### config.mk
export PLATFORM = sky130hd
export DESIGN_NAME = sorted_timer_expiry_queue
export DESIGN_NICKNAME = d
export VERILOG_FILES = /design/src/sv/stq_pkg.sv /design/src/sv/sorted_timer_expiry_queue.sv /design/src/sv/stq_datapath.sv /design/src/sv/stq_ctrl.sv
export VERILOG_INCLUDE_DIRS = /design/src /design/src/sv
export SDC_FILE = /design/constraint.sdc
export NUM_CORES = 2
export LEC_CHECK = 0
export ABC_CLOCK_PERIOD_IN_PS = 7600
export CAP_MARGIN = 30
export CORE_UTILIZATION = 45
export CTS_BUF_LIST = sky130_fd_sc_hd__clkbuf_4
export DETAILED_ROUTE_END_ITERATION = 7
export DONT_BUFFER_PORTS = 1
export PLACE_DENSITY_LB_ADDON = 0.08
export SLEW_MARGIN = 30
export SYNTH_ARGS = -nofsm -noshare
export SYNTH_HDL_FRONTEND = slang
export SYNTH_SLANG_ARGS = --single-unit
### constraint.sdc
create_clock -name clk -period 7.6 [get_ports clk]
set_clock_uncertainty 0.05 [all_clocks]
set_input_delay 1.52 -clock clk [delete_from_list [all_inputs] [get_ports clk]]
set_output_delay 1.52 -clock clk [all_outputs]
set_load 0.005 [all_outputs]
### src/sv/sorted_timer_expiry_queue_macros.svh
// Assertion macros for the timer queue.
`ifndef SORTED_TIMER_EXPIRY_QUEUE_MACROS_SVH
`define SORTED_TIMER_EXPIRY_QUEUE_MACROS_SVH
`ifndef SYNTHESIS
`define STQ_ASSERT_IMP(label, clk, rst_n, a, c) \
  label: assert property (@(posedge clk) disable iff (!rst_n) (a) |-> (c)) \
    else $error("assertion failed");
`define STQ_ASSERT_NXT(label, clk, rst_n, a, c) \
  label: assert property (@(posedge clk) disable iff (!rst_n) (a) |=> (c)) \
    else $error("assertion failed");
`else
`define STQ_ASSERT_IMP(label, clk, rst_n, a, c)
`define STQ_ASSERT_NXT(label, clk, rst_n, a, c)
`endif
`endif

### src/sv/stq_pkg.sv
// Shared types and constants for the timer queue.
`timescale 1ns / 1ps
package stq_pkg;
  localparam int NUM_TIMERS  = 16;
  localparam int DELAY_WIDTH = 32;
  localparam int IDW  = 4;
  localparam int TW   = 48;
  localparam int CW   = $clog2(NUM_TIMERS + 1);
  localparam int QIW  = $clog2(NUM_TIMERS);

  localparam logic [1:0] CMD_ARM = 2'd0;
  localparam logic [1:0] CMD_CANCEL = 2'd1;
  localparam logic [1:0] CMD_TICK = 2'd2;
  localparam logic [1:0] CMD_QUERY = 2'd3;

  localparam logic [2:0] KIND_ARMED = 3'd0;
  localparam logic [2:0] KIND_CANCELLED = 3'd1;
  localparam logic [2:0] KIND_EXPIRED = 3'd2;
  localparam logic [2:0] KIND_REMAIN = 3'd3;
  localparam logic [2:0] KIND_DONE = 3'd4;

  // controller to datapath
  typedef struct packed {
    logic load;        // capture input beat
    logic tick_now;    // now += 1
    logic scan_clr;    // reset scan index
    logic scan_inc;    // advance scan index
    logic rm_shift;    // shift entry at scan index down by one (removal)
    logic rm_done;     // queue_count--, clear pending
    logic ins_start;   // prepare insert of cur id
    logic ins_step;    // one step of backwards shift-insert
    logic exp_pop;     // pop head entry as expired
    logic rq_pop;      // pop next re-arm candidate
    logic set_period;  // write period/repeat for arm
    logic out_load;    // load output register
    logic [2:0] out_kind;
    logic out_last;
  } stq_cmd_t;

  typedef struct packed {
    logic [1:0] cmd;
    logic id_ok;
    logic pending;     // cur timer pending
    logic scan_end;    // scan index reached count
    logic scan_hit;    // entry at scan index is cur id
    logic head_due;    // head exists and expires before now
    logic ins_full;    // queue full
    logic ins_here;    // insert position found
    logic rq_any;      // re-arm list non-empty
    logic rq_rep;      // candidate repeats
  } stq_sts_t;
endpackage

### src/sv/sorted_timer_expiry_queue.sv
// Sorted timer expiry queue: 16 timers in one expiry-ordered list.
// One command at a time; the queue walk (one entry a cycle) sets the
// rate. Synchronous active-low reset clears tick counter, count, pending
// and repeat marks; queue contents need no clearing.
`timescale 1ns / 1ps
`include "sorted_timer_expiry_queue_macros.svh"
module sorted_timer_expiry_queue import stq_pkg::*; (
  input  logic        clk,
  input  logic        rst_n,
  input  logic        in_valid,
  output logic        in_stall,
  input  logic [1:0]  in_command,
  input  logic [3:0]  in_timer_id,
  input  logic [31:0] in_delay,
  input  logic        in_repeat_req,
  output logic        out_valid,
  input  logic        out_stall,
  output logic [2:0]  out_kind,
  output logic [3:0]  out_timer_id_res,
  output logic [31:0] out_remaining,
  output logic        out_last
);
  stq_cmd_t cmd;
  stq_sts_t sts;
  logic busy, out_valid_r;

  stq_ctrl u_ctrl (
    .clk, .rst_n, .in_valid, .in_stall, .out_full(out_valid_r && out_stall),
    .cmd, .sts, .busy
  );
  stq_datapath u_dp (
    .clk, .rst_n, .cmd, .sts, .in_command, .in_timer_id, .in_delay, .in_repeat_req,
    .res_kind(out_kind), .res_id(out_timer_id_res), .res_remaining(out_remaining),
    .res_last(out_last)
  );

  always_ff @(posedge clk) begin
    if (!rst_n) out_valid_r <= 1'b0;
    else if (cmd.out_load) out_valid_r <= 1'b1;
    else if (!out_stall) out_valid_r <= 1'b0;
  end
  assign out_valid = out_valid_r;

  `STQ_ASSERT_IMP(a_idle_stall, clk, rst_n, !busy, !in_stall)
  `STQ_ASSERT_NXT(a_load_valid, clk, rst_n, cmd.out_load, out_valid)
  `STQ_ASSERT_IMP(a_no_overrun, clk, rst_n, out_valid && out_stall, !cmd.out_load)
endmodule

### src/sv/stq_datapath.sv
// Queue storage, tick counter and result formation for the timer queue.
`timescale 1ns / 1ps
module stq_datapath import stq_pkg::*; (
  input  logic             clk,
  input  logic             rst_n,
  input  stq_cmd_t         cmd,
  output stq_sts_t         sts,
  input  logic [1:0]       in_command,
  input  logic [IDW-1:0]   in_timer_id,
  input  logic [31:0]      in_delay,
  input  logic             in_repeat_req,
  output logic [2:0]       res_kind,
  output logic [IDW-1:0]   res_id,
  output logic [31:0]      res_remaining,
  output logic             res_last
);
  logic [IDW-1:0] q_id_r [NUM_TIMERS];
  logic [TW-1:0]  q_exp_r [NUM_TIMERS];
  logic [DELAY_WIDTH-1:0] period_r [NUM_TIMERS];
  logic [NUM_TIMERS-1:0] rep_r, pend_r;
  logic [CW-1:0]  cnt_r;
  logic [TW-1:0]  now_r;
  logic [1:0]     cmd_r;
  logic [IDW-1:0] id_r;
  logic [DELAY_WIDTH-1:0] dly_r;
  logic           rq_r;
  logic [CW-1:0]  idx_r;
  logic [TW-1:0]  exp_r;
  logic [31:0]    rem_r;
  // ids popped during this tick, in report order, for re-arming
  logic [IDW-1:0] due_r [NUM_TIMERS];
  logic [CW-1:0]  due_n_r, due_rd_r;
  logic [QIW-1:0] ix, ixm;
  logic [QIW-1:0] cid;
  logic [TW-1:0]  left;

  assign ix  = idx_r[QIW-1:0];
  assign ixm = ix - QIW'(1);
  assign cid = id_r[QIW-1:0];
  assign left = (q_exp_r[ix] > now_r) ? q_exp_r[ix] - now_r : '0;

  always_comb begin
    sts.cmd      = cmd_r;
    sts.id_ok    = ({1'b0, id_r} < (IDW+1)'(NUM_TIMERS));
    sts.pending  = pend_r[cid];
    sts.scan_end = (idx_r >= cnt_r);
    sts.scan_hit = (q_id_r[ix] == id_r);
    sts.head_due = (cnt_r != '0) && (q_exp_r[0] < now_r);
    sts.ins_full = (cnt_r >= CW'(NUM_TIMERS));
    sts.ins_here = (idx_r == '0) || !(q_exp_r[ixm] > exp_r);
    sts.rq_any   = (due_rd_r < due_n_r);
    sts.rq_rep   = rep_r[due_r[due_rd_r[QIW-1:0]][QIW-1:0]];
  end

  always_ff @(posedge clk) begin
    if (cmd.load) begin
      cmd_r <= in_command;
      id_r  <= in_timer_id;
      dly_r <= in_delay[DELAY_WIDTH-1:0];
      rq_r  <= in_repeat_req;
    end
    if (cmd.set_period) period_r[cid] <= dly_r;
    if (cmd.scan_clr) idx_r <= '0;
    else if (cmd.scan_inc) idx_r <= idx_r + CW'(1);
    if (cmd.scan_inc && !sts.scan_end && sts.scan_hit) rem_r <= (left > 48'hFFFF_FFFF)
      ? 32'hFFFF_FFFF : left[31:0];
    if (cmd.rm_shift) begin
      q_id_r[ix]  <= q_id_r[ix + QIW'(1)];
      q_exp_r[ix] <= q_exp_r[ix + QIW'(1)];
    end
    if (cmd.ins_start) begin
      idx_r <= cnt_r;
      exp_r <= now_r + TW'(dly_r);
    end
    if (cmd.ins_step) begin
      if (sts.ins_here) begin
        q_id_r[ix]  <= id_r;
        q_exp_r[ix] <= exp_r;
      end else begin
        q_id_r[ix]  <= q_id_r[ixm];
        q_exp_r[ix] <= q_exp_r[ixm];
        idx_r <= idx_r - CW'(1);
      end
    end
    if (cmd.exp_pop) begin
      for (int i = 0; i < NUM_TIMERS - 1; i++) begin
        q_id_r[i]  <= q_id_r[i+1];
        q_exp_r[i] <= q_exp_r[i+1];
      end
      due_r[due_n_r[QIW-1:0]] <= q_id_r[0];
      id_r <= q_id_r[0];
    end
    if (cmd.rq_pop) begin
      id_r  <= due_r[due_rd_r[QIW-1:0]];
      dly_r <= period_r[due_r[due_rd_r[QIW-1:0]][QIW-1:0]];
    end
    if (cmd.out_load) begin
      res_kind <= cmd.out_kind;
      res_last <= cmd.out_last;
      // an expired beat reports the head being popped in the same cycle
      res_id   <= (cmd.out_kind == KIND_DONE) ? '0 :
                  (cmd.out_kind == KIND_EXPIRED) ? q_id_r[0] : id_r;
      res_remaining <= (cmd.out_kind == KIND_ARMED) ? 32'(dly_r) :
                       (cmd.out_kind == KIND_REMAIN && sts.id_ok && pend_r[cid]) ? rem_r : '0;
    end
  end

  always_ff @(posedge clk) begin
    if (!rst_n) begin
      now_r <= '0; cnt_r <= '0; rep_r <= '0; pend_r <= '0;
      due_n_r <= '0; due_rd_r <= '0;
    end else begin
      if (cmd.tick_now) begin
        now_r <= now_r + TW'(1);
        due_n_r <= '0; due_rd_r <= '0;
      end
      if (cmd.set_period) rep_r[cid] <= rq_r;
      if (cmd.rm_done) begin
        cnt_r <= cnt_r - CW'(1);
        pend_r[cid] <= 1'b0;
      end
      if (cmd.ins_step && sts.ins_here) begin
        cnt_r <= cnt_r + CW'(1);
        pend_r[cid] <= 1'b1;
      end
      if (cmd.exp_pop) begin
        cnt_r <= cnt_r - CW'(1);
        pend_r[q_id_r[0][QIW-1:0]] <= 1'b0;
        due_n_r <= due_n_r + CW'(1);
      end
      if (cmd.rq_pop) due_rd_r <= due_rd_r + CW'(1);
    end
  end
endmodule

### src/sv/stq_ctrl.sv
// Sequencer for the timer queue commands.
`timescale 1ns / 1ps
module stq_ctrl import stq_pkg::*; (
  input  logic     clk,
  input  logic     rst_n,
  input  logic     in_valid,
  output logic     in_stall,
  input  logic     out_full,
  output stq_cmd_t cmd,
  input  stq_sts_t sts,
  output logic     busy
);
  typedef enum logic [9:0] {
    S_IDLE = 10'b0000000001,
    S_DEC  = 10'b0000000010,
    S_FIND = 10'b0000000100,
    S_SHFT = 10'b0000001000,
    S_INS0 = 10'b0000010000,
    S_INS  = 10'b0000100000,
    S_RES  = 10'b0001000000,
    S_EXP  = 10'b0010000000,
    S_RQ   = 10'b0100000000,
    S_DONE = 10'b1000000000
  } state_t;
  state_t state_r, state_nxt;
  // rearm_r: the current removal/insert belongs to a tick re-arm
  logic rearm_r, rearm_nxt;

  assign busy = (state_r != S_IDLE);
  assign in_stall = (state_r != S_IDLE);

  always_comb begin
    cmd = '0;
    state_nxt = state_r;
    rearm_nxt = rearm_r;
    case (state_r)
      S_IDLE: begin
        if (in_valid) begin
          cmd.load = 1'b1;
          state_nxt = S_DEC;
        end
      end
      S_DEC: begin
        cmd.scan_clr = 1'b1;
        rearm_nxt = 1'b0;
        case (sts.cmd)
          CMD_TICK: begin
            cmd.tick_now = 1'b1;
            state_nxt = S_EXP;
          end
          CMD_ARM: begin
            if (sts.id_ok) cmd.set_period = 1'b1;
            state_nxt = sts.id_ok ? S_FIND : S_RES;
          end
          default: state_nxt = sts.id_ok ? S_FIND : S_RES;
        endcase
      end
      S_FIND: begin
        if (!sts.pending || sts.scan_end) begin
          if (sts.cmd == CMD_ARM || rearm_r) state_nxt = S_INS0;
          else state_nxt = S_RES;
        end else if (sts.scan_hit) begin
          if (sts.cmd == CMD_QUERY) begin
            cmd.scan_inc = 1'b1;
            state_nxt = S_RES;
          end else state_nxt = S_SHFT;
        end else cmd.scan_inc = 1'b1;
      end
      S_SHFT: begin
        if (sts.scan_end) begin
          cmd.rm_done = 1'b1;
          state_nxt = (sts.cmd == CMD_ARM || rearm_r) ? S_INS0 : S_RES;
        end else begin
          cmd.rm_shift = 1'b1;
          cmd.scan_inc = 1'b1;
        end
      end
      S_INS0: begin
        if (sts.ins_full) state_nxt = rearm_r ? S_RQ : S_RES;
        else begin
          cmd.ins_start = 1'b1;
          state_nxt = S_INS;
        end
      end
      S_INS: begin
        cmd.ins_step = 1'b1;
        if (sts.ins_here) state_nxt = rearm_r ? S_RQ : S_RES;
      end
      S_RES: begin
        if (!out_full) begin
          cmd.out_load = 1'b1;
          cmd.out_last = 1'b1;
          case (sts.cmd)
            CMD_ARM:   cmd.out_kind = sts.id_ok ? KIND_ARMED : KIND_CANCELLED;
            CMD_QUERY: cmd.out_kind = KIND_REMAIN;
            default:   cmd.out_kind = KIND_CANCELLED;
          endcase
          state_nxt = S_IDLE;
        end
      end
      S_EXP: begin
        if (sts.head_due) begin
          if (!out_full) begin
            cmd.exp_pop = 1'b1;
            cmd.out_load = 1'b1;
            cmd.out_kind = KIND_EXPIRED;
          end
        end else state_nxt = S_RQ;
      end
      S_RQ: begin
        rearm_nxt = 1'b1;
        if (!sts.rq_any) state_nxt = S_DONE;
        else begin
          cmd.rq_pop = 1'b1;
          cmd.scan_clr = 1'b1;
          state_nxt = sts.rq_rep ? S_INS0 : S_RQ;
        end
      end
      S_DONE: begin
        if (!out_full) begin
          cmd.out_load = 1'b1;
          cmd.out_kind = KIND_DONE;
          cmd.out_last = 1'b1;
          state_nxt = S_IDLE;
        end
      end
      default: state_nxt = S_IDLE;
    endcase
  end

  always_ff @(posedge clk) begin
    if (!rst_n) begin
      state_r <= S_IDLE;
      rearm_r <= 1'b0;
    end else begin
      state_r <= state_nxt;
      rearm_r <= rearm_nxt;
    end
  end
endmodule
### After elaboration in Yosys (flattened, before gate mapping)

Memory sizes are Yosys's and may differ from the RTL's. A register that Yosys moved wholly into a read port is not among the register bits.
Index checks and enable logic that the tools add are counted.

* bits in writable memories: 1408
* output and inout port bits: 42
* bits in registers: 271
* latch bits: 0
* word-level logic and storage cells: 213
* input port bits: 43
* memories kept: 4
* memory bits (read-only): 0

* $add $sub $neg: 11
* bitwise logic cells: 9
* reduce and logical (&&, ||, !) cells: 28
* multiply operators: 0
* order comparisons: 12
* mux-type cells: 105
* div/mod/pow operators: 0
* shift-type cells: 0
* equal/unequal tests: 24

Memories
* u_dp.q_exp_r: depth 16, width 48, read ports 19, clocked after Yosys merged registers in 1, wr ports 15, RTL line stq_datapath.sv:18 `logic [TW-1:0] q_exp_r [NUM_TIMERS];`
* u_dp.period_r: depth 16, width 32, read ports 1, clocked after Yosys merged registers in 0, wr ports 1, RTL line stq_datapath.sv:19 `logic [DELAY_WIDTH-1:0] period_r [NUM_TIMERS];`
* u_dp.due_r: depth 16, width 4, read ports 1, clocked after Yosys merged registers in 1, wr ports 1, RTL line stq_datapath.sv:31 `logic [IDW-1:0] due_r [NUM_TIMERS];`
* u_dp.q_id_r: depth 16, width 4, read ports 19, clocked after Yosys merged registers in 1, wr ports 15, RTL line stq_datapath.sv:17 `logic [IDW-1:0] q_id_r [NUM_TIMERS];`

Operators with widths (number)
* 48-bit 2-to-1 mux: 4
* 32-bit 2-to-1 mux: 4
* 48-bit > comparator: 2
* 10-bit 2-to-1 mux: 9
* 10-bit one-hot mux with 9 select lines: 1
* 16-bit 2-to-1 mux: 5
* 5-bit 2-to-1 mux: 13
* 4-bit 2-to-1 mux: 13
* 48-bit by 1-bit adder with 48-bit output (second input constant): 1
* 48-bit by 32-bit adder with 48-bit output: 1
* 48-bit by 32-bit > comparator with 1-bit output (second input constant): 1
* 48-bit < comparator: 1
* 48-bit OR reduction: 1
* 48-bit subtractor: 1
* 1-bit 2-to-1 mux: 38
* 16-bit AND: 2
* 16-bit inverter: 2
* 5-bit by 1-bit adder with 5-bit output (second input constant): 4
* 9-bit 2-to-1 mux: 2
* 16-bit bitwise mux: 1
* 16-bit OR: 1
* 4-bit by 5-bit < comparator with 1-bit output (second input constant): 3
* 7-bit 2-to-1 mux: 2
* 4-bit one-hot mux with 3 select lines: 1
* 44 further kinds: 76

### Logic depth before layout (Yosys ltp)

* depth in word-level cells: 13
* mapped depth: 28
* depth with buffers taken out: 17

### By module

From an unflattened synthesis, not the netlist that was laid out.

* cell total of the unflattened synthesis: 6056
* area, all modules: 93330.8 um^2

By module, submodules not included
* stq_datapath: seq. area each 49137.1 um^2, times used 1, area an instance 92223.4 um^2, cells each 5911
* stq_ctrl: seq. area each 220.2 um^2, times used 1, area an instance 1071.0 um^2, cells each 142
* sorted_timer_expiry_queue: seq. area each 20.0 um^2, times used 1, area an instance 36.3 um^2, cells each 3

### Worst setup path after synthesis

Ideal clock, no wire load.

* path type: register to register
* from: reg u_dp.idx_r[1]
* to: mem u_dp.q_exp_r[0][41] (data pin)
* library setup time: 0.254 ns
* cell stages (with the launch flop): 27
* buffers on the path: 11
* setup slack: 0.724 ns
* data arrival time: 6.573 ns
* period minus slack after synthesis: 6.876 ns
* data required time: 7.296 ns
* cell sequence: dfxtp_1 clkbuf_1 clkbuf_1 clkbuf_1 inv_1 ha_1 buf_2 buf_2 buf_2 buf_1 mux4_2 mux4_2 ha_1 a21o_1 a21o_1 a211o_1 o211ai_1 a21oi_1 nor4b_1 o2bb2ai_1 clkbuf_1 buf_2 buf_1 a211oi_1 nor3_2 buf_2 a21o_1

RTL lines
* start, declared: RTL line stq_datapath.sv:27 `logic [CW-1:0] idx_r;`
* start signal, assigned: RTL line stq_datapath.sv:64 `else if (cmd.scan_inc) idx_r <= idx_r + CW'(1);`
* start signal, assigned: RTL line stq_datapath.sv:72 `idx_r <= cnt_r;`
* start signal, assigned: RTL line stq_datapath.sv:82 `idx_r <= idx_r - CW'(1);`
* end, declared: RTL line stq_datapath.sv:18

==> metrics <==
DR pass1 iterations=6; slowest cell on the critical path=nor3_2; CP Launch Type=flop; EDFF count, synth=1567; TNS Setup=0 ps; Net Count, Synth=6865; Vias/cell=6.507; 1st-iter DRT viols=7324; register area share after synthesis=0.5252; initial antenna violation count=12; post_cts resized=0; Slew HR=0.2800; Final Util=0.5010; Site Rows=167; Distinct cells, synth=85; DRC viols=0; period utilization=0.9280; CTS Hold Buffers Added=4; CTS tree=yes; crit-path max FO=33; die height=459.1 um; CP arrival=around 8300 ps; P per Cell Area=303.3 mW/mm2; global-route wire length before repair=436500 um; Max Cap Violations=0; total global routing overflow=0; Max clock buf depth=4; HPWL Detailed=181500 um; CTS Buf Count=471; Worst Max-Slew Pin Slew=1080 ps; vias in the first global route=between 60000 and 70000; Crit path depth=17; endpoints failing setup=0; starting density of the core=0.4536; clock sinks=around 1700; reg2reg path depth=17; final hold violations=0; Hold Path Depth=2; critical path type=reg2reg; Hold/Removal Path Class=in2reg; Die ar.=between 0.2 and 0.25 mm2; mean routed wirelength per cell=30.09 um; WP buf/inv=5; Period minus WS final=7053 ps; DRT antenna net count=0; post-synthesis cell count=6622; io pins=85; final slew viol count=0; IO Port Bufs=0; Synth async-reset ratio=0; Worst Path Required=8810 ps; CP top delay family=simple AND/OR/NAND/NOR gates; largest net degree at the start of global routing=around 180; delay of the slowest critical-path stage=830 ps; H-tree levels=5; routed vias=64370; CTS clk-pin slew, worst paths=70 ps; number of setup buffers added after CTS=0; CP Capture Type=flop; Static Leak=roughly 0.037 uW; Nets=6993; Yosys warning count=0; f_max=approximately 0.14 GHz; Global Route Usage Sum=0.2812; Mapped Area=0.09402 mm2; GPL Wtd Cong=0.9277; Mean Syn Cell Area=between 10 and 15 um2; core area=between 0.2 and 0.25 mm2; Max VDD drop=about 0.00028 V; Synth Register Bits=1683; Post-Route WL=297700 um; Primary FF master, synth=edfxtp_1; Worst-Skew Late Latency=1490 ps; RSZ-0062 raised after global routing=no; Area Overhead vs Synth=10.46%; layout cell share with drive strength beyond 1=0.2850; critical path, cell by cell=clkinv_1, ha_4, buf_12, buf_12, mux4_2, mux4_2, ha_1, nand4_1, or3_1, nor4_1, buf_4, nand2b_1, o2bb2ai_4, buf_4, a211oi_1, nor3_2, a21o_1; Horiz. Die Dim=approximately 460 um; status=finished, final reports clean; Root Driver=clkbuf_4
[cell usage after synthesis, types with 66 or more instances]
master / instances / share of area
a21o_1: 745 / 0.059
xnor2_1: 116 / 0.011
nor2_1: 316 / 0.013
nand3_1: 101 / 0.0054
nand2_1: 412 / 0.016
dfxtp_1: 116 / 0.025
edfxtp_1: 1567 / 0.50
nor4_1: 85 / 0.0057
clkbuf_1: 338 / 0.013
a21oi_1: 215 / 0.011
buf_2: 155 / 0.0083
ha_1: 198 / 0.026
nor3_1: 109 / 0.0058
inv_1: 145 / 0.0058
mux4_2: 886 / 0.21
a31oi_1: 66 / 0.0044
o21ai_0: 338 / 0.018
a211oi_1: 114 / 0.0091
[kinds of logic (layout without fill, tap and decap cells)]
logic type / after synthesis / count (layout) / synth area share
xor gates and xnor gates: 132 / 132 / 0.01230
other: 0 / 10 / 0
and+or+nand+nor: 1321 / 1321 / 0.06944
buffers and inverters: 706 / 1179 / 0.03077
DFF: 1683 / 1683 / 0.5252
AOI/OAI and AO/OA: 1620 / 1620 / 0.1150
adders and majority gates: 200 / 200 / 0.02678
muxes: 960 / 960 / 0.2206
[cell usage in the layout, fill, tap and decap left out, drive strengths merged, types with 114 or more instances in the layout]
| master | instances |
|---|---|
| buf | 207 |
| xnor2 | 116 |
| a21o | 745 |
| clkbuf | 733 |
| ha | 198 |
| dfxtp | 116 |
| nor2 | 318 |
| nor3 | 156 |
| mux4 | 886 |
| nand2 | 412 |
| a21oi | 215 |
| inv | 149 |
| edfxtp | 1567 |
| a211oi | 114 |
| o21ai | 343 |
[state kept, by name, indices dropped and copies added, names as in the netlist, 48 cells and up, named ones only]
signal and flops:
u_dp.q_exp_r 768, u_dp.period_r 512, u_dp.due_r 64, u_dp.q_id_r 64, u_dp.exp_r 48, u_dp.now_r 48
[layer usage]
metal	share of wire	global-route usage	vias to the layer above
met4	0.030	0.09256	2
met3	0.085	0.06040	560
met5	0.000030	0	-
met2	0.46	0.4324	3027
met1	0.42	0.3973	33610
li1	-	-	27170
[layout make-up]
| type | instances | area (um2) |
|---|---|---|
| fill | 18030 | 103400 |
| tap | 2788 | 3488 |
| sequential | 1683 | 49390 |
| inverter | 150 | 563.0 |
| timing repair buffer | 211 | 2079 |
| multi-input combinational | 4233 | 42400 |
| antenna | 10 | 25.02 |
| clock inverter | 85 | 397.9 |
| clock buffer | 733 | 5503 |
[worst paths after layout]
check,start,end,slack (ps)
worst max register to register,u_dp.idx_r[0],u_dp.q_exp_r[0][47],550
worst min register to register,u_dp.due_rd_r[4],u_dp.due_rd_r[4],410
worst min-delay path,rst_n,u_dp.pend_r[8],190
worst max-delay path,u_dp.idx_r[0],u_dp.q_exp_r[0][47],550
[through the flow]
| step | instances | setup slack (ps) | total power (uW) | area, um2 | hold slack (ps) |
|---|---|---|---|---|---|
| after floorplan | 6622 | 723.6 | 19920 | 94020 | 379.1 |
| after global placement | 9056 | 603.5 | 23050 | 97600 | 385.6 |
| after detailed placement | 9059 | 567.8 | 23220 | 97710 | 405.7 |
| after CTS | 9881 | 521.9 | 31700 | 103600 | 14.55 |
| after global routing | 9889 | 310.0 | 33080 | 103800 | 80.11 |
| final | 9893 | 547.1 | 31500 | 103900 | 191.5 |
[power by group]
| group | total, uW | internal, uW | switching [uW] |
|---|---|---|---|
| combinational | 11800 | 5470 | 6340 |
| sequential | 11300 | 11100 | 221 |
| clock | 8390 | 4400 | 3990 |
| total | 31500 | 21000 | 10500 |
Power figures use the tool's default switching activity.
